==> src/hw/rtl/lmss_pkg.sv <==
package lmss_pkg;

    // Field widths
    localparam int ANGLE_W    = 15;
    localparam int TICK_W     = 16;
    localparam int FREQ_W     = 8;
    localparam int CFG_IDX_W  = 3;
    localparam int CFG_DATA_W = 16;

    // Register indexes on the configuration port
    localparam logic [CFG_IDX_W-1:0] REG_POS_LEAD     = 3'd0;
    localparam logic [CFG_IDX_W-1:0] REG_NEG_LEAD     = 3'd1;
    localparam logic [CFG_IDX_W-1:0] REG_POS_END      = 3'd2;
    localparam logic [CFG_IDX_W-1:0] REG_NEG_END      = 3'd3;
    localparam logic [CFG_IDX_W-1:0] REG_SEARCH_TICKS = 3'd4;
    localparam logic [CFG_IDX_W-1:0] REG_RUN_TICKS    = 3'd5;

    // Register reset values
    localparam int RST_POS_LEAD = 8000;
    localparam int RST_NEG_LEAD = 0;
    localparam logic [ANGLE_W-1:0] RST_POS_END      = 15'd30037;
    localparam logic [ANGLE_W-1:0] RST_NEG_END      = 15'd2731;
    localparam logic [TICK_W-1:0]  RST_SEARCH_TICKS = 16'd40000;
    localparam logic [TICK_W-1:0]  RST_RUN_TICKS    = 16'd8000;

    // Frequency commands
    localparam logic signed [FREQ_W-1:0] FREQ_SEARCH_POS = 8'sd64;
    localparam logic signed [FREQ_W-1:0] FREQ_SEARCH_NEG = -8'sd64;
    localparam logic signed [FREQ_W-1:0] FREQ_HALT       = 8'sd0;

    typedef enum logic [1:0] {
        MODE_SPOS = 2'd0,
        MODE_SNEG = 2'd1,
        MODE_POS  = 2'd2,
        MODE_NEG  = 2'd3
    } mode_t;

    typedef struct packed {
        logic [ANGLE_W-1:0] pos_lead;
        logic [ANGLE_W-1:0] neg_lead;
        logic [ANGLE_W-1:0] pos_end;
        logic [ANGLE_W-1:0] neg_end;
        logic [TICK_W-1:0]  search_ticks;
        logic [TICK_W-1:0]  run_ticks;
    } cfg_t;

    // Result word, last field in the lowest bits
    typedef struct packed {
        logic                      debug_level;
        logic                      stop_request;
        logic                      angle_cmd_valid;
        logic [ANGLE_W-1:0]        angle_cmd;
        logic                      freq_changed;
        logic signed [FREQ_W-1:0]  freq_cmd;
        mode_t                     mode;
    } res_t;

    localparam int RES_W = $bits(res_t);

endpackage

==> src/hw/rtl/linear_motor_stroke_sequencer_top.sv <==
// Linear motor stroke sequencer.
// Slave stream (s_tvalid/s_tready/s_tdata) takes one angle sample word per
// control tick; master stream (m_tvalid/m_tready/m_tdata) returns exactly one
// result word per sample, in order: mode, frequency command, angle command
// and stop request.
// Configuration channel (cfg_valid/cfg_ready/cfg_index/cfg_data) writes the
// six setup registers; cfg_ready is always high. Write only while no sample
// is in flight. Out-of-range angle writes and unknown indexes are dropped.
// Pipeline: a sample accepted from the slave stream is held in the input
// register; its result word is then loaded into the result register and
// shown on m_tdata (input register, then result register).
// Throughput: one sample per cycle unless m_tready stalls; all work for a sample
// is a single pass of compare/add logic between the input register and the result register.
// Reset (rst_n low, asynchronous) loads register defaults, search-positive
// mode with +64 frequency and a 40000-tick search budget.
// When the receiver stalls the result word holds, the input register still
// takes one more sample, then s_tready drops until the result is taken.
module linear_motor_stroke_sequencer_top #(
    parameter int ANGLE_FULL_SCALE = 32768
) (
    input  logic                             clk,
    input  logic                             rst_n,
    // s_tdata: angle_sample[14:0], zero bit 15
    input  logic                             s_tvalid,
    output logic                             s_tready,
    input  logic [15:0]                      s_tdata,
    // m_tdata: mode[1:0], freq_cmd[9:2], freq_changed[10], angle_cmd[25:11],
    //          angle_cmd_valid[26], stop_request[27], debug_level[28], zeros
    output logic                             m_tvalid,
    input  logic                             m_tready,
    output logic [31:0]                      m_tdata,
    input  logic                             cfg_valid,
    output logic                             cfg_ready,
    input  logic [lmss_pkg::CFG_IDX_W-1:0]   cfg_index,
    input  logic [lmss_pkg::CFG_DATA_W-1:0]  cfg_data
);
    import lmss_pkg::*;

    cfg_t               cfg;
    res_t               res;
    logic               in_valid_reg;
    logic [ANGLE_W-1:0] in_angle_reg;
    logic               out_valid_reg;
    res_t               out_res_reg;
    logic               out_free, step;

    assign cfg_ready = 1'b1;

    lmss_cfg #(
        .ANGLE_FULL_SCALE (ANGLE_FULL_SCALE)
    ) u_cfg (
        .clk       (clk),
        .rst_n     (rst_n),
        .cfg_valid (cfg_valid),
        .cfg_index (cfg_index),
        .cfg_data  (cfg_data),
        .cfg       (cfg)
    );

    // Stage handshake
    assign out_free = !out_valid_reg || m_tready;
    assign step     = in_valid_reg && out_free;
    assign s_tready = !in_valid_reg || out_free;

    // Input register
    always_ff @(posedge clk or negedge rst_n)
    begin
        if (!rst_n)
            in_valid_reg <= 1'b0;
        else if (s_tready)
            in_valid_reg <= s_tvalid;
    end

    always_ff @(posedge clk)
    begin
        if (s_tvalid && s_tready)
            in_angle_reg <= s_tdata[ANGLE_W-1:0];
    end

    lmss_core #(
        .ANGLE_FULL_SCALE (ANGLE_FULL_SCALE)
    ) u_core (
        .clk   (clk),
        .rst_n (rst_n),
        .step  (step),
        .angle (in_angle_reg),
        .cfg   (cfg),
        .res   (res)
    );

    // Result register
    always_ff @(posedge clk or negedge rst_n)
    begin
        if (!rst_n)
            out_valid_reg <= 1'b0;
        else if (out_free)
            out_valid_reg <= step;
    end

    always_ff @(posedge clk)
    begin
        if (step)
            out_res_reg <= res;
    end

    assign m_tvalid = out_valid_reg;
    assign m_tdata  = {(32 - RES_W)'(0), out_res_reg};

    // Search modes drive +/-64, run modes drive zero frequency
    a_freq_by_mode: assert property (@(posedge clk) disable iff (!rst_n)
        m_tvalid |->
            (out_res_reg.mode == MODE_SPOS && out_res_reg.freq_cmd == FREQ_SEARCH_POS) ||
            (out_res_reg.mode == MODE_SNEG && out_res_reg.freq_cmd == FREQ_SEARCH_NEG) ||
            (out_res_reg.mode == MODE_POS  && out_res_reg.freq_cmd == FREQ_HALT) ||
            (out_res_reg.mode == MODE_NEG  && out_res_reg.freq_cmd == FREQ_HALT))
        else $error("frequency command does not match mode");

    // Angle command reads zero when not issued
    a_cmd_zero: assert property (@(posedge clk) disable iff (!rst_n)
        (m_tvalid && !out_res_reg.angle_cmd_valid) |-> (out_res_reg.angle_cmd == '0))
        else $error("angle command set without valid");

    // Stop only comes from a run stroke
    a_stop_in_run: assert property (@(posedge clk) disable iff (!rst_n)
        (m_tvalid && out_res_reg.stop_request) |->
            (out_res_reg.angle_cmd_valid &&
             (out_res_reg.mode == MODE_POS || out_res_reg.mode == MODE_NEG)))
        else $error("stop request outside run modes");

    // Sequencer state moves only when a word leaves the input register
    a_step_clears: assert property (@(posedge clk) disable iff (!rst_n)
        (step && !s_tvalid) |=> !in_valid_reg)
        else $error("input register not released after step");

endmodule

==> src/hw/rtl/lmss_cfg.sv <==
module lmss_cfg #(
    parameter int ANGLE_FULL_SCALE = 32768
) (
    input  logic                              clk,
    input  logic                              rst_n,
    input  logic                              cfg_valid,
    input  logic [lmss_pkg::CFG_IDX_W-1:0]    cfg_index,
    input  logic [lmss_pkg::CFG_DATA_W-1:0]   cfg_data,
    output lmss_pkg::cfg_t                    cfg
);
    import lmss_pkg::*;

    // Leads are kept reduced below full scale
    localparam logic [ANGLE_W-1:0] POS_LEAD_RST = ANGLE_W'(RST_POS_LEAD % ANGLE_FULL_SCALE);
    localparam logic [ANGLE_W-1:0] NEG_LEAD_RST = ANGLE_W'(RST_NEG_LEAD % ANGLE_FULL_SCALE);

    cfg_t cfg_reg;
    logic angle_ok;

    // Angle registers take only values below full scale
    assign angle_ok = ({2'b00, cfg_data[ANGLE_W-1:0]} < 17'(ANGLE_FULL_SCALE));

    always_ff @(posedge clk or negedge rst_n)
    begin
        if (!rst_n)
        begin
            cfg_reg.pos_lead     <= POS_LEAD_RST;
            cfg_reg.neg_lead     <= NEG_LEAD_RST;
            cfg_reg.pos_end      <= RST_POS_END;
            cfg_reg.neg_end      <= RST_NEG_END;
            cfg_reg.search_ticks <= RST_SEARCH_TICKS;
            cfg_reg.run_ticks    <= RST_RUN_TICKS;
        end
        else if (cfg_valid)
        begin
            unique case (cfg_index)
                REG_POS_LEAD:     if (angle_ok) cfg_reg.pos_lead <= cfg_data[ANGLE_W-1:0];
                REG_NEG_LEAD:     if (angle_ok) cfg_reg.neg_lead <= cfg_data[ANGLE_W-1:0];
                REG_POS_END:      if (angle_ok) cfg_reg.pos_end  <= cfg_data[ANGLE_W-1:0];
                REG_NEG_END:      if (angle_ok) cfg_reg.neg_end  <= cfg_data[ANGLE_W-1:0];
                REG_SEARCH_TICKS: cfg_reg.search_ticks <= cfg_data;
                REG_RUN_TICKS:    cfg_reg.run_ticks    <= cfg_data;
                default:          ;
            endcase
        end
    end

    assign cfg = cfg_reg;

endmodule

==> src/hw/rtl/lmss_core.sv <==
module lmss_core #(
    parameter int ANGLE_FULL_SCALE = 32768
) (
    input  logic                           clk,
    input  logic                           rst_n,
    input  logic                           step,
    input  logic [lmss_pkg::ANGLE_W-1:0]   angle,
    input  lmss_pkg::cfg_t                 cfg,
    output lmss_pkg::res_t                 res
);
    import lmss_pkg::*;

    // Crossing thresholds: 30, 330 and 180 degrees
    localparam logic [16:0] A30  = 17'((ANGLE_FULL_SCALE + 6) / 12);
    localparam logic [16:0] A330 = 17'(ANGLE_FULL_SCALE - (ANGLE_FULL_SCALE + 6) / 12);
    localparam logic [16:0] A180 = 17'(ANGLE_FULL_SCALE / 2);
    // Conditional subtract steps to reduce a 16-bit value below full scale
    localparam int QSTEPS = $clog2(65536 / ANGLE_FULL_SCALE);

    function automatic logic [15:0] mod_fs(input logic [15:0] x_in);
        logic [16:0] x;
        logic [31:0] part;
        x = {1'b0, x_in};
        part = '0;
        for (int k = QSTEPS - 1; k >= 0; k--)
        begin
            part = 32'(ANGLE_FULL_SCALE) << k;
            if ({15'b0, x} >= part)
                x = x - part[16:0];
        end
        return x[15:0];
    endfunction

    mode_t                     mode_reg, mode_next;
    logic [ANGLE_W-1:0]        prev_reg;
    logic [TICK_W-1:0]         cnt_reg, cnt_next;
    logic                      exp_reg, exp_next;
    logic signed [FREQ_W-1:0]  freq_reg, freq_next;
    logic                      dbg_reg, dbg_next;

    logic [16:0]        ang17, last17;
    logic               wrap, mid, reload;
    logic [15:0]        pos_sum, pos_mod, ang_mod;
    logic [17:0]        neg_diff;
    logic [ANGLE_W-1:0] cmd_pos, cmd_neg, cmd;
    logic               cmd_valid, fchg, stop;
    logic [TICK_W-1:0]  run_cnt;
    logic               run_exp;

    assign ang17  = {2'b00, angle};
    assign last17 = {2'b00, prev_reg};

    // Detect wrap and mid-stroke crossings
    assign wrap = (ang17 < A30 && last17 > A330) || (ang17 > A330 && last17 < A30);
    assign mid  = !wrap && ((ang17 >= A180 && last17 < A180) ||
                            (ang17 <= A180 && last17 > A180));

    // Angle commands, modulo full scale
    assign pos_sum = {1'b0, angle} + {1'b0, cfg.pos_lead};
    assign pos_mod = mod_fs(pos_sum);
    assign cmd_pos = pos_mod[ANGLE_W-1:0];
    assign ang_mod = mod_fs({1'b0, angle});
    always_comb
    begin
        if (ang_mod >= {1'b0, cfg.neg_lead})
            neg_diff = {2'b00, ang_mod} - {3'b000, cfg.neg_lead};
        else
            neg_diff = {2'b00, ang_mod} + 18'(ANGLE_FULL_SCALE) - {3'b000, cfg.neg_lead};
    end
    assign cmd_neg = neg_diff[ANGLE_W-1:0];

    // Next state for one sample
    always_comb
    begin
        mode_next = mode_reg;
        cnt_next  = cnt_reg;
        exp_next  = exp_reg;
        freq_next = freq_reg;
        dbg_next  = dbg_reg;
        fchg      = 1'b0;
        cmd_valid = 1'b0;
        cmd       = '0;
        stop      = 1'b0;
        reload    = 1'b0;
        run_cnt   = cnt_reg;
        run_exp   = exp_reg;

        unique case (mode_reg)
            MODE_SPOS, MODE_SNEG:
            begin
                if (cnt_reg == '0)
                begin
                    cnt_next = cfg.search_ticks;
                    exp_next = 1'b0;
                    fchg     = 1'b1;
                    if (mode_reg == MODE_SPOS)
                    begin
                        freq_next = FREQ_SEARCH_NEG;
                        mode_next = MODE_SNEG;
                    end
                    else
                    begin
                        freq_next = FREQ_SEARCH_POS;
                        mode_next = MODE_SPOS;
                    end
                end
                else
                begin
                    cnt_next = cnt_reg - 1'b1;
                end
                // Mid-stroke wins over a reversal
                if (mid)
                begin
                    freq_next = FREQ_HALT;
                    fchg      = 1'b1;
                    cnt_next  = cfg.run_ticks;
                    exp_next  = 1'b0;
                    mode_next = MODE_POS;
                end
            end
            MODE_POS:
            begin
                cmd       = cmd_pos;
                cmd_valid = 1'b1;
                reload    = !wrap && angle >= cfg.pos_end && prev_reg < cfg.pos_end;
                if (reload)
                    mode_next = MODE_NEG;
                dbg_next  = 1'b1;
            end
            MODE_NEG:
            begin
                cmd       = cmd_neg;
                cmd_valid = 1'b1;
                reload    = !wrap && angle <= cfg.neg_end && prev_reg > cfg.neg_end;
                if (reload)
                    mode_next = MODE_POS;
                dbg_next  = 1'b0;
            end
        endcase

        // Stroke budget: reload, then count down or raise stop once
        if (mode_reg == MODE_POS || mode_reg == MODE_NEG)
        begin
            run_cnt = reload ? cfg.run_ticks : cnt_reg;
            run_exp = reload ? 1'b0 : exp_reg;
            if (run_exp)
            begin
                cnt_next = run_cnt;
                exp_next = 1'b1;
            end
            else if (run_cnt == '0)
            begin
                cnt_next = run_cnt;
                exp_next = 1'b1;
                stop     = 1'b1;
            end
            else
            begin
                cnt_next = run_cnt - 1'b1;
                exp_next = 1'b0;
            end
        end
    end

    // Hold sequencer state, advance on each sample
    always_ff @(posedge clk or negedge rst_n)
    begin
        if (!rst_n)
        begin
            mode_reg <= MODE_SPOS;
            prev_reg <= '0;
            cnt_reg  <= RST_SEARCH_TICKS;
            exp_reg  <= 1'b0;
            freq_reg <= FREQ_SEARCH_POS;
            dbg_reg  <= 1'b0;
        end
        else if (step)
        begin
            mode_reg <= mode_next;
            prev_reg <= angle;
            cnt_reg  <= cnt_next;
            exp_reg  <= exp_next;
            freq_reg <= freq_next;
            dbg_reg  <= dbg_next;
        end
    end

    assign res.mode            = mode_next;
    assign res.freq_cmd        = freq_next;
    assign res.freq_changed    = fchg;
    assign res.angle_cmd       = cmd;
    assign res.angle_cmd_valid = cmd_valid;
    assign res.stop_request    = stop;
    assign res.debug_level     = dbg_next;

endmodule
==> config.mk <==
export PLATFORM = sky130hd
export DESIGN_NAME = linear_motor_stroke_sequencer_top
export DESIGN_NICKNAME = d
export VERILOG_FILES = /design/src/hw/rtl/lmss_pkg.sv /design/src/hw/rtl/linear_motor_stroke_sequencer_top.sv /design/src/hw/rtl/lmss_cfg.sv /design/src/hw/rtl/lmss_core.sv
export SDC_FILE = /design/constraint.sdc
export NUM_CORES = 1
export LEC_CHECK = 0
export BUFFER_PORTS_ARGS = -buffer_cell sky130_fd_sc_hd__buf_2
export CAP_MARGIN = 25
export CORE_MARGIN = 2
export CORE_UTILIZATION = 53
export CTS_CLUSTER_SIZE = 24
export DETAILED_ROUTE_END_ITERATION = 6
export PLACE_DENSITY = 0.71
export SYNTH_ARGS = -nofsm -noshare
export SYNTH_HDL_FRONTEND = slang
export SYNTH_SLANG_ARGS = --single-unit
==> constraint.sdc <==
create_clock -name clk -period 11.44 [get_ports clk]
set_input_delay 1.144 -clock clk [delete_from_list [all_inputs] [get_ports clk]]
set_output_delay 1.144 -clock clk [all_outputs]
set_load 0.005 [all_outputs]
==> impl_metrics.yaml, run 1 <==
timing:
  setup_viol: 0
  fmax_mhz: 186
  setup_slack_ns: 6.07
  fin_crit_sh_pct: 46.9
  tns_ns: 0
  tightestPinTransition_ns: 0.873
  rsz0062_at_grt: "no"
  final.min_clock_period_ns: 5.37
  fin_worst_skew_ns: 0.0108
  hold_violations: 0
  finalMaxSlewViolations: 0
  slew_headroom_pct: 41.6
global_route:
  use_met3_pct: 4.59
  grt_max_degree: 78
  grt_use_total_pct: 26.3
  grt-ovfl-total: 0
  grtUsageMet2_pct: 42.0
  first_global_vias: 8431
  antenna_found_initial: 0
  grt.busiest_layer: "met2"
  use_met1_pct: 36.4
  grt_pass1_wl_um: 45300
die:
  core_region_area_sq_um: 20800
  io_pins: 75
  dieHeight_um: 149
  die_x_um: 149
  initial_utilization_pct: 53.4
  dieArea_sq_um: 22200
  std_cell_rows: 53
run:
  maxCapViolCount: 0
clock_tree:
  cts_buffers: 17
  cts_num_sinks: 181
  cts_tree: "yes"
  cts_max_level: 4
  ctsResizeCount: 0
  clk_path_buf_depth: 2
  post_cts_buffers: 0
  cts.clk_slew.worst_paths_ns: 0.08
  clk_latency_ns: 0.44
  root_buffer: "clkbuf_16"
  holdBufCountCts: 0
setup_path:
  critical_path_class: "reg -> reg"
  critPathMaxFanout: 34
  crit_slowest_cell: "edfxtp_1"
  cp-start-kind: "flip-flop"
  critPathMaxStageDelay_ns: 0.62
  cp.required_ns: 11.76
  worstPathArrival_ns: 5.69
  critPathCaptureType: "flip-flop"
  crit_chain: "ha_1, a211oi_1, nor2_1, o31ai_1, a32o_1, nand4_1, a21oi_2, buf_4, a21oi_1, ha_1, nor3b_1, nand4_1, nor2b_1, nand3_1, nor4_2, nand2_1, xor2_1, mux2i_1, a221o_1"
route:
  drc_errors: 0
  routed_wl_um: 28200
  dr_total_vias: 8626
  wire_per_inst_um: 19.3
  drt_pass1_iterations: 5
  dr.first_iter.drc_count: 720
  ant_nets: 0
  routed_via_density: 5.90
synth:
  yosysTopAreaCell: "dfrtp_1"
  syn_avg_cell_area_sq_um: 9.96
  syn_inst: 1117
  synth_cell_types: 77
  synth_warnings: 0
  synth_edf_count: 44
  yosys_most_used_dff: "dfrtp_1"
  ys_seq_elements: 181
  synth_top_area_share_pct: 22.0
  postSynth.asyncResetShare_pct: 75.7
  synthTopCellsByArea: "dfrtp_1 (22%), edfxtp_1 (12%), ha_1 (10%)"
  seq_area_frac_synth_pct: 43.1
  syn_area_sq_um: 11100
finish:
  drive_gt1_share_pct: 20.5
  syn2layout_area_growth_pct: 11.4
  postLayoutCellArea_sq_um: 12400
  post-route-util_pct: 59.5
  nNetsFinal: 1306
  layout_commonest_cell: "nand2_1"
  diodes: 0
  largest_reg_flops: 92
  layout_common_cells: "nand2_1 (117), dfrtp_1 (98), ha_1 (91), nor2_1 (74)"
power_and_ir_drop:
  p_per_area_nw_per_um2: 203
  switching_share_pct: 37.6
  switchingPower_w: 0.000948
  vdd_ir_drop_max_uv: 115
  pwr-share-seq_pct: 39.0
  clkPwrFrac_pct: 23.7
  p_leak_nw: 5.38
  p_int_w: 0.00157
  combinationalPowerShare_pct: 37.3
place:
  portBuffers: 69
  post-dp-hpwl_um: 19900
  place_ws_ns: 6.20
  gp_congestion: 0.906
  place_area_sq_um: 11700
hold_path:
  hold_class: "reg -> reg"
outcome:
  outcome: "complete, no violations"
cells in the mapped netlist (6+ instances only):
cell and count:
dfstp_2 39, mux2i_1 9, nor2_1 74, a211oi_1 16, a21oi_1 65, ha_1 91, nand3_1 24, clkbuf_1 37
nand2b_1 11, mux2_2 68, a221o_1 10, dfrtp_1 98, o21ai_0 64, nand4_1 16, nor4_1 13, nor2b_1 18
and2_1 11, inv_1 65, o31ai_1 6, nor3_1 14, a211o_1 11, xor2_1 25, or3_1 12, nand2_1 117
and3_1 6, nand3b_1 6, xnor2_1 36, a21o_1 19, edfxtp_1 44
cell type report:
type                            count  area [sq um]
Fill cell                        1825          8430
Timing Repair Buffer               84           499
Multi-Input combinational cell    823          5900
Tap cell                          275           344
Inverter                           66           248
Clock inverter                     15           180
Clock buffer                       17           425
Sequential cell                   181          4800
metal layers:
layer	vias to the layer above	share of wire, %
met5	-	0
met2	254	46
met4	0	2.2
met3	45	6.0
li1	4128	-
met1	4199	46
through the flow:
stage | power, W | hold WS (ns) | std cells
after CTS | 0.00252 | 0.503 | 1459
after floorplan | 0.00167 | 0.456 | 1119
after detailed placement | 0.00191 | 0.478 | 1427
final | 0.00252 | 0.498 | 1461
after global routing | 0.00269 | 0.528 | 1461
after global placement | 0.00188 | 0.474 | 1426
path summary, 6_finish.rpt:
kind                                    start                 end  slack (ns)  depth (start not counted)
setup / recovery              in_angle_reg[8]  u_core.cnt_reg[13]        6.07                         19
hold / removal             u_core.freq_reg[2]  u_core.freq_reg[2]        0.50                          1
setup reg to reg              in_angle_reg[8]  u_core.cnt_reg[13]        6.07                         19
hold reg to reg            u_core.freq_reg[2]  u_core.freq_reg[2]        0.50                          1
max in group asynchronous               rst_n       u_cfg.cfg[83]        9.79                          3
min in group asynchronous               rst_n       u_cfg.cfg[20]        0.66                          1
cells by family (layout without fill, tap and decap cells):
family | after synthesis | after routing | share of synthesized area [%]
other | 2 | 4 | 0.0675
and+or+nand+nor | 342 | 342 | 15.1
adders and majority gates | 93 | 93 | 10.6
xor gates and xnor gates | 61 | 61 | 4.80
muxes | 77 | 77 | 7.69
buffers and inverters | 115 | 182 | 4.08
AOI/OAI and AO/OA | 246 | 246 | 14.5
DFF | 181 | 181 | 43.1
worst max-delay path, delay by kind of cell, from the launching register on:
| family | cells | cell delay, ns |
|---|---|---|
| AND/OR/NAND/NOR | 8 | 1.80 |
| AO/OA/AOI/OAI | 6 | 1.57 |
| adder cells (fa/ha/maj) | 2 | 0.63 |
| flip-flops | 1 | 0.62 |
| buffers and inverters | 1 | 0.36 |
| XOR/XNOR | 1 | 0.16 |
| multiplexers | 1 | 0.09 |
power groups by stage:
stage / Combinational, W / Sequential (W) / Clock [W]
3_5_place_dp: 0.000925 / 0.000989 / 0
4_1_cts: 0.000933 / 0.000979 / 0.000610
3_3_place_gp: 0.000897 / 0.000984 / 0
5_1_grt: 0.00105 / 0.00100 / 0.000639
6_report: 0.000941 / 0.000983 / 0.000599
2_1_floorplan: 0.000744 / 0.000922 / 0
(Power assumes the default switching activity.)
==> run 2: changes to the inputs <==
- ABC_AREA: default -> 1
- PLACE_DENSITY: 0.71 -> 0.74
- clock period: 11.44 -> 4.7 ns (I/O delays scaled with it)
==> run 2 against run 1 <==
Against the previous run: utilization decreased by 0.46 points; count of clock-buffer cells in the layout increased by 2; critical path type unchanged; synthesized cell count increased by 35%; clock power increased by 140%; non-clock buffer count decreased by 4; die area increased by 5.0%; register-to-register slack got worse by 5.3 ns; cell area increased by 3.7%; largest power group is now combinational cells.
==> impl_metrics.yaml, run 2 <==
outcome:
  outcome: "complete, no violations"
run:
  maxCapViolCount: 0
finish:
  drive_gt1_share_pct: 11.9
  post-route-util_pct: 59.1
  syn2layout_area_growth_pct: 9.86
  nNetsFinal: 1695
  layout_commonest_cell: "nand2_1"
  postLayoutCellArea_sq_um: 12900
  diodes: 0
  layout_common_cells: "nand2_1 (384), inv_1 (184), o21ai_0 (149), nor2_1 (142), dfrtp_1 (98)"
  largest_reg_flops: 92
timing:
  setup_viol: 0
  fin_crit_sh_pct: 83.3
  rsz0062_at_grt: "no"
  fmax_mhz: 255
  fin_worst_skew_ns: 0.0174
  finalMaxSlewViolations: 0
  hold_violations: 0
  tightestPinTransition_ns: 1.01
  tns_ns: 0
  slew_headroom_pct: 32.2
  final.min_clock_period_ns: 3.92
  setup_slack_ns: 0.784
synth:
  yosysMostFrequentCell: "nand2_1"
  synth_commonest_cells: "nand2_1 (384), inv_1 (185), o21ai_0 (149), nor2_1 (142), dfrtp_1 (98)"
  synth_top_area_share_pct: 21.0
  synthTopCellsByArea: "dfrtp_1 (21%), nand2_1 (12%), edfxtp_1 (11%)"
  syn_inst: 1511
  synth_warnings: 0
  postSynth.asyncResetShare_pct: 75.7
  seq_area_frac_synth_pct: 41.0
  synth_cell_types: 53
  syn_area_sq_um: 11700
  yosys_most_used_dff: "dfrtp_1"
  yosysTopAreaCell: "dfrtp_1"
  ys_seq_elements: 181
  syn_avg_cell_area_sq_um: 7.74
  synth_edf_count: 44
setup_path:
  critPathCaptureType: "flip-flop"
  startpoint: "in_angle_reg[10]"
  critPathMaxFanout: 24
  r2r-start: "in_angle_reg[10]"
  reg2reg_to: "u_core.cnt_reg[1]"
  critical_path_class: "reg -> reg"
  critical_path.endpoint: "u_core.cnt_reg[1]"
  crit_top_cell: "nand2_1"
  r2r_slack_ns: 0.78
  crit_slowest_cell: "edfxtp_1"
  cp-start-kind: "flip-flop"
  cp.required_ns: 5.00
  crit_chain: "ha_1, nand4_1, nor3_1, nand4_1, nand2_1, nand4_4, buf_4, nand3_1, nand2_1, nor2_1, nand2_1, nor2_2, nand2_2, nand2_1, nand2_1, nand3_1, a22oi_2"
  reg2reg_depth: 17
  critPathMaxStageDelay_ns: 0.65
  worstPathArrival_ns: 4.22
place:
  place_ws_ns: 0.882
  portBuffers: 69
  post-dp-hpwl_um: 22700
  place_area_sq_um: 12200
  gp_congestion: 0.924
die:
  die_x_um: 153
  dieArea_sq_um: 23300
  io_pins: 75
  core_region_area_sq_um: 21800
  std_cell_rows: 54
  initial_utilization_pct: 53.8
  dieHeight_um: 153
clock_tree:
  cts_tree: "yes"
  ctsResizeCount: 0
  post_cts_buffers: 0
  clk_latency_ns: 0.45
  clk_path_buf_depth: 2
  cts_num_sinks: 181
  cts_buffers: 17
  cts.clk_slew.worst_paths_ns: 0.07
  root_buffer: "clkbuf_16"
  holdBufCountCts: 0
  cts_max_level: 4
route:
  drt_pass1_iterations: 6
  drc_errors: 0
  ant_nets: 0
  dr_total_vias: 10271
  routed_via_density: 5.54
  routed_wl_um: 31200
  dr.first_iter.drc_count: 856
  wire_per_inst_um: 16.8
global_route:
  grt_use_total_pct: 27.3
  first_global_vias: 9711
  antenna_found_initial: 0
  grt_max_degree: 98
  grt_pass1_wl_um: 50600
  grt-ovfl-total: 0
power_and_ir_drop:
  p_per_area_nw_per_um2: 504
  fin_total_pwr_w: 0.00648
  p_leak_nw: 6.28
  vdd_ir_drop_max_uv: 278
hold_path:
  hold_class: "in -> async"
## run 2: logic make-up after synthesis
kind of cell | share of synthesized area, %
buf+inv | 8.12
xor+xnor | 1.35
simple gates | 25.7
fa+ha+maj | 10.1
compound gates | 13.6
other cells | 0.0642
flops | 41.0
## run 2: worst max-delay path: cells and delay by family, from the launching register on
family	cells	cell delay, ns
and+or+nand+nor	14	2.36
DFF	1	0.65
adders and majority gates	1	0.43
buffers and inverters	1	0.26
AOI/OAI and AO/OA	1	0.05
## run 2: where the power goes
part	internal, W	switching, W
clock network	0.000735	0.000701
registers	0.00204	0.000349
logic	0.000972	0.00168
total	0.00375	0.00273
## run 2: area by class of cell
type	count	area [sq um]
Clock buffer	19	453
Clock inverter	13	133
Fill cell	1949	8900
Inverter	186	698
Multi-Input combinational cell	1096	5960
Sequential cell	181	4800
Tap cell	280	350
Timing Repair Buffer	80	462
## run 2: how the worst min path moves through the flow
| stage | end | start | slack, ns |
|---|---|---|---|
| final | m_tvalid | rst_n | 0.12 |
| after global routing | in_angle_reg[4] | s_tdata[4] | 0.18 |
| after CTS | m_tvalid | rst_n | 0.17 |
| after detailed placement | u_core.freq_reg[0] | u_core.freq_reg[0] | 0.45 |
| after global placement | u_core.freq_reg[3] | u_core.freq_reg[3] | 0.45 |
| after floorplan | in_valid_reg | rst_n | 0.17 |
## run 2: routing by layer
layer	vias up	GRT usage, %	wire, um	share of wire (%)
met5	-	0	0	0
met4	0	9.92	670	2.1
met3	47	4.41	2160	6.9
met2	399	45.7	14800	47
met1	4719	36.1	13600	44
li1	5106	-	-	-
## run 2: through the flow
step | hold slack [ns] | std cells
5_1_grt | 0.179 | 1855
3_3_place_gp | 0.449 | 1821
4_1_cts | 0.171 | 1853
6_report | 0.120 | 1855
2_1_floorplan | 0.174 | 1513
3_5_place_dp | 0.453 | 1821
==> run 3: changes to the inputs <==
- PLACE_DENSITY: 0.74 -> 0.71
- clock period: 4.7 -> 3.8 ns (I/O delays scaled with it)
==> run 3 against run 2 <==
Against the previous run: the run now ends with negative hold slack left; combinational power increased by 30%; clock power increased by 24%; fmax increased by 13%; global-route usage down 0.20 points; sequential share of layout area fell by 0.47 points; power rose by 26%; count of clock-buffer cells in the layout is 2 lower; non-clock buffer count grew 22; critical path depth increased by 4; register-to-register slack got worse by 0.46 ns; sequential power rose by 23%; final cell count is 1.2% higher; largest power group unchanged.
==> impl_metrics.yaml, run 3 (same netlist as run 2, synthesis figures left out) <==
timing:
  fin_crit_sh_pct: 91.5
  hold_violations: 6
  setup_slack_ns: 0.325
  tns_ns: 0
  tightestPinTransition_ns: 1.03
  holdWs_ns: -0.0191
  fmax_mhz: 288
  setup_viol: 0
  rsz0062_at_grt: "no"
  fin_worst_skew_ns: 0.0162
  finalMaxSlewViolations: 0
  final.min_clock_period_ns: 3.48
  slew_headroom_pct: 31.1
power_and_ir_drop:
  clkPwrFrac_pct: 21.9
  switching_share_pct: 42.4
  pwr-share-seq_pct: 35.8
  p_per_area_nw_per_um2: 627
  vdd_ir_drop_max_uv: 285
  switchingPower_w: 0.00346
  p_leak_nw: 6.39
  p_int_w: 0.00470
  combinationalPowerShare_pct: 42.2
setup_path:
  cp.required_ns: 4.16
  critPathCaptureType: "flip-flop"
  critical_path_class: "reg -> reg"
  crit_chain: "ha_1, nand2_1, o21ai_0, nand2_1, nand2_1, nand2_1, nand2_1, nand2_1, nand4_4, buf_4, nand3_1, nand2_2, ha_1, inv_1, nor2_8, nand2_2, nor2_4, nand3_1, nand2_1, nand3_1, a21oi_1"
  worstPathArrival_ns: 3.84
  critPathMaxFanout: 17
  critPathMaxStageDelay_ns: 0.53
  cp-start-kind: "flip-flop"
  crit_slowest_cell: "edfxtp_1"
  crit_top_cell: "nand2_1"
finish:
  largest_reg_flops: 92
  drive_gt1_share_pct: 13.2
  diodes: 0
  layout_common_cells: "nand2_1 (384), inv_1 (184), o21ai_0 (149), nor2_1 (142), dfrtp_1 (98)"
  syn2layout_area_growth_pct: 11.3
  layout_commonest_cell: "nand2_1"
  post-route-util_pct: 59.8
  stdcell_count: 1877
  nNetsFinal: 1717
route:
  drc_errors: 0
  dr_wl_met3_um: 1810
  wl_met2_um: 15100
  met1Wirelength_um: 13800
  wire_per_inst_um: 16.8
  routed_via_density: 5.49
  highest_layer: "met4"
  drt_pass1_iterations: 7
  ant_nets: 0
  dr_total_vias: 10312
  routed_wl_um: 31600
  dr.first_iter.drc_count: 953
global_route:
  grt_max_degree: 97
  grt-ovfl-total: 0
  antenna_found_initial: 0
  grt_use_total_pct: 27.1
  grt_pass1_wl_um: 50400
  first_global_vias: 9668
clock_tree:
  cts_tree: "yes"
  clk_path_buf_depth: 2
  cts_buffers: 17
  holdBufCountCts: 0
  clk_latency_ns: 0.44
  cts.clk_slew.worst_paths_ns: 0.08
  root_buffer: "clkbuf_16"
  cts_max_level: 4
  cts_num_sinks: 181
place:
  portBuffers: 69
  post-dp-hpwl_um: 23500
  placed_cells: 1841
  place_ws_ns: 0.302
  gp_congestion: 0.943
die:
  dieArea_sq_um: 23300
  die_x_um: 153
  core_region_area_sq_um: 21800
  dieHeight_um: 153
  initial_utilization_pct: 53.8
  io_pins: 75
  std_cell_rows: 54
outcome:
  violations: "negative hold slack"
  outcome: "finished with violations"
run:
  maxCapViolCount: 0
hold_path:
  hold_class: "in -> async"
## run 3: changes by cell type in the layout (fill, tap and decap cells not counted), sizes merged
cell	delta
clkinv	+3
buf	+22
clkbuf	-2
clkinvlp	-1
## run 3: path summary, 6_finish.rpt
path | from | to | slack, ns | depth (start not counted)
min reg2reg | u_core.freq_reg[3] | u_core.freq_reg[3] | 0.47 | 2
max | in_angle_reg[2] | u_core.cnt_reg[10] | 0.32 | 21
min in group clk | s_tdata[5] | in_angle_reg[5] | 0.11 | 1
min | rst_n | in_valid_reg | -0.02 | 1
max reg2reg | in_angle_reg[2] | u_core.cnt_reg[10] | 0.32 | 21
max in group asynchronous | rst_n | u_cfg.cfg[11] | 2.78 | 2
## run 3: worst max-delay path, delay by kind of cell (launching register included)
kind,cells,cell delay [ns]
and+or+nand+nor,15,1.55
adders and majority gates,2,0.56
DFF,1,0.53
AOI/OAI and AO/OA,2,0.36
buffers and inverters,2,0.35
## run 3: cell type report
| type | instances | area (sq um) |
|---|---|---|
| clock buffer | 17 | 425 |
| multi-input combinational | 1096 | 5960 |
| sequential | 181 | 4800 |
| tap | 280 | 350 |
| inverter | 186 | 698 |
| fill | 1976 | 8740 |
| clock inverter | 15 | 174 |
| timing repair buffer | 102 | 607 |
## run 3: repair_timing
item,CTS,global route
setup endpoints to repair,0,3
buffers inserted,0,3
resized for setup,0,1
## run 3: through the flow
stage          hold slack (ns)  power (W)  area, sq um
2_1_floorplan           0.0844    0.00535        11700
3_3_place_gp             0.449    0.00624        12400
3_5_place_dp             0.453    0.00633        12400
4_1_cts                 0.0654    0.00813        13000
5_1_grt                 0.0997    0.00876        13000
6_report               -0.0191    0.00816        13000
## run 3: power by group through the flow
stage / clock (W) / combinational, W / sequential [W]
2_1_floorplan: 0 / 0.00253 / 0.00283
3_3_place_gp: 0 / 0.00331 / 0.00293
3_5_place_dp: 0 / 0.00339 / 0.00295
4_1_cts: 0.00181 / 0.00341 / 0.00292
5_1_grt: 0.00189 / 0.00390 / 0.00297
6_report: 0.00179 / 0.00345 / 0.00293
## run 3: layer usage
layer | up-vias | global-route usage, %
met5 | - | 0
met4 | 0 | 9.30
met3 | 68 | 3.98
met2 | 371 | 45.8
met1 | 4728 | 36.0
li1 | 5145 | -
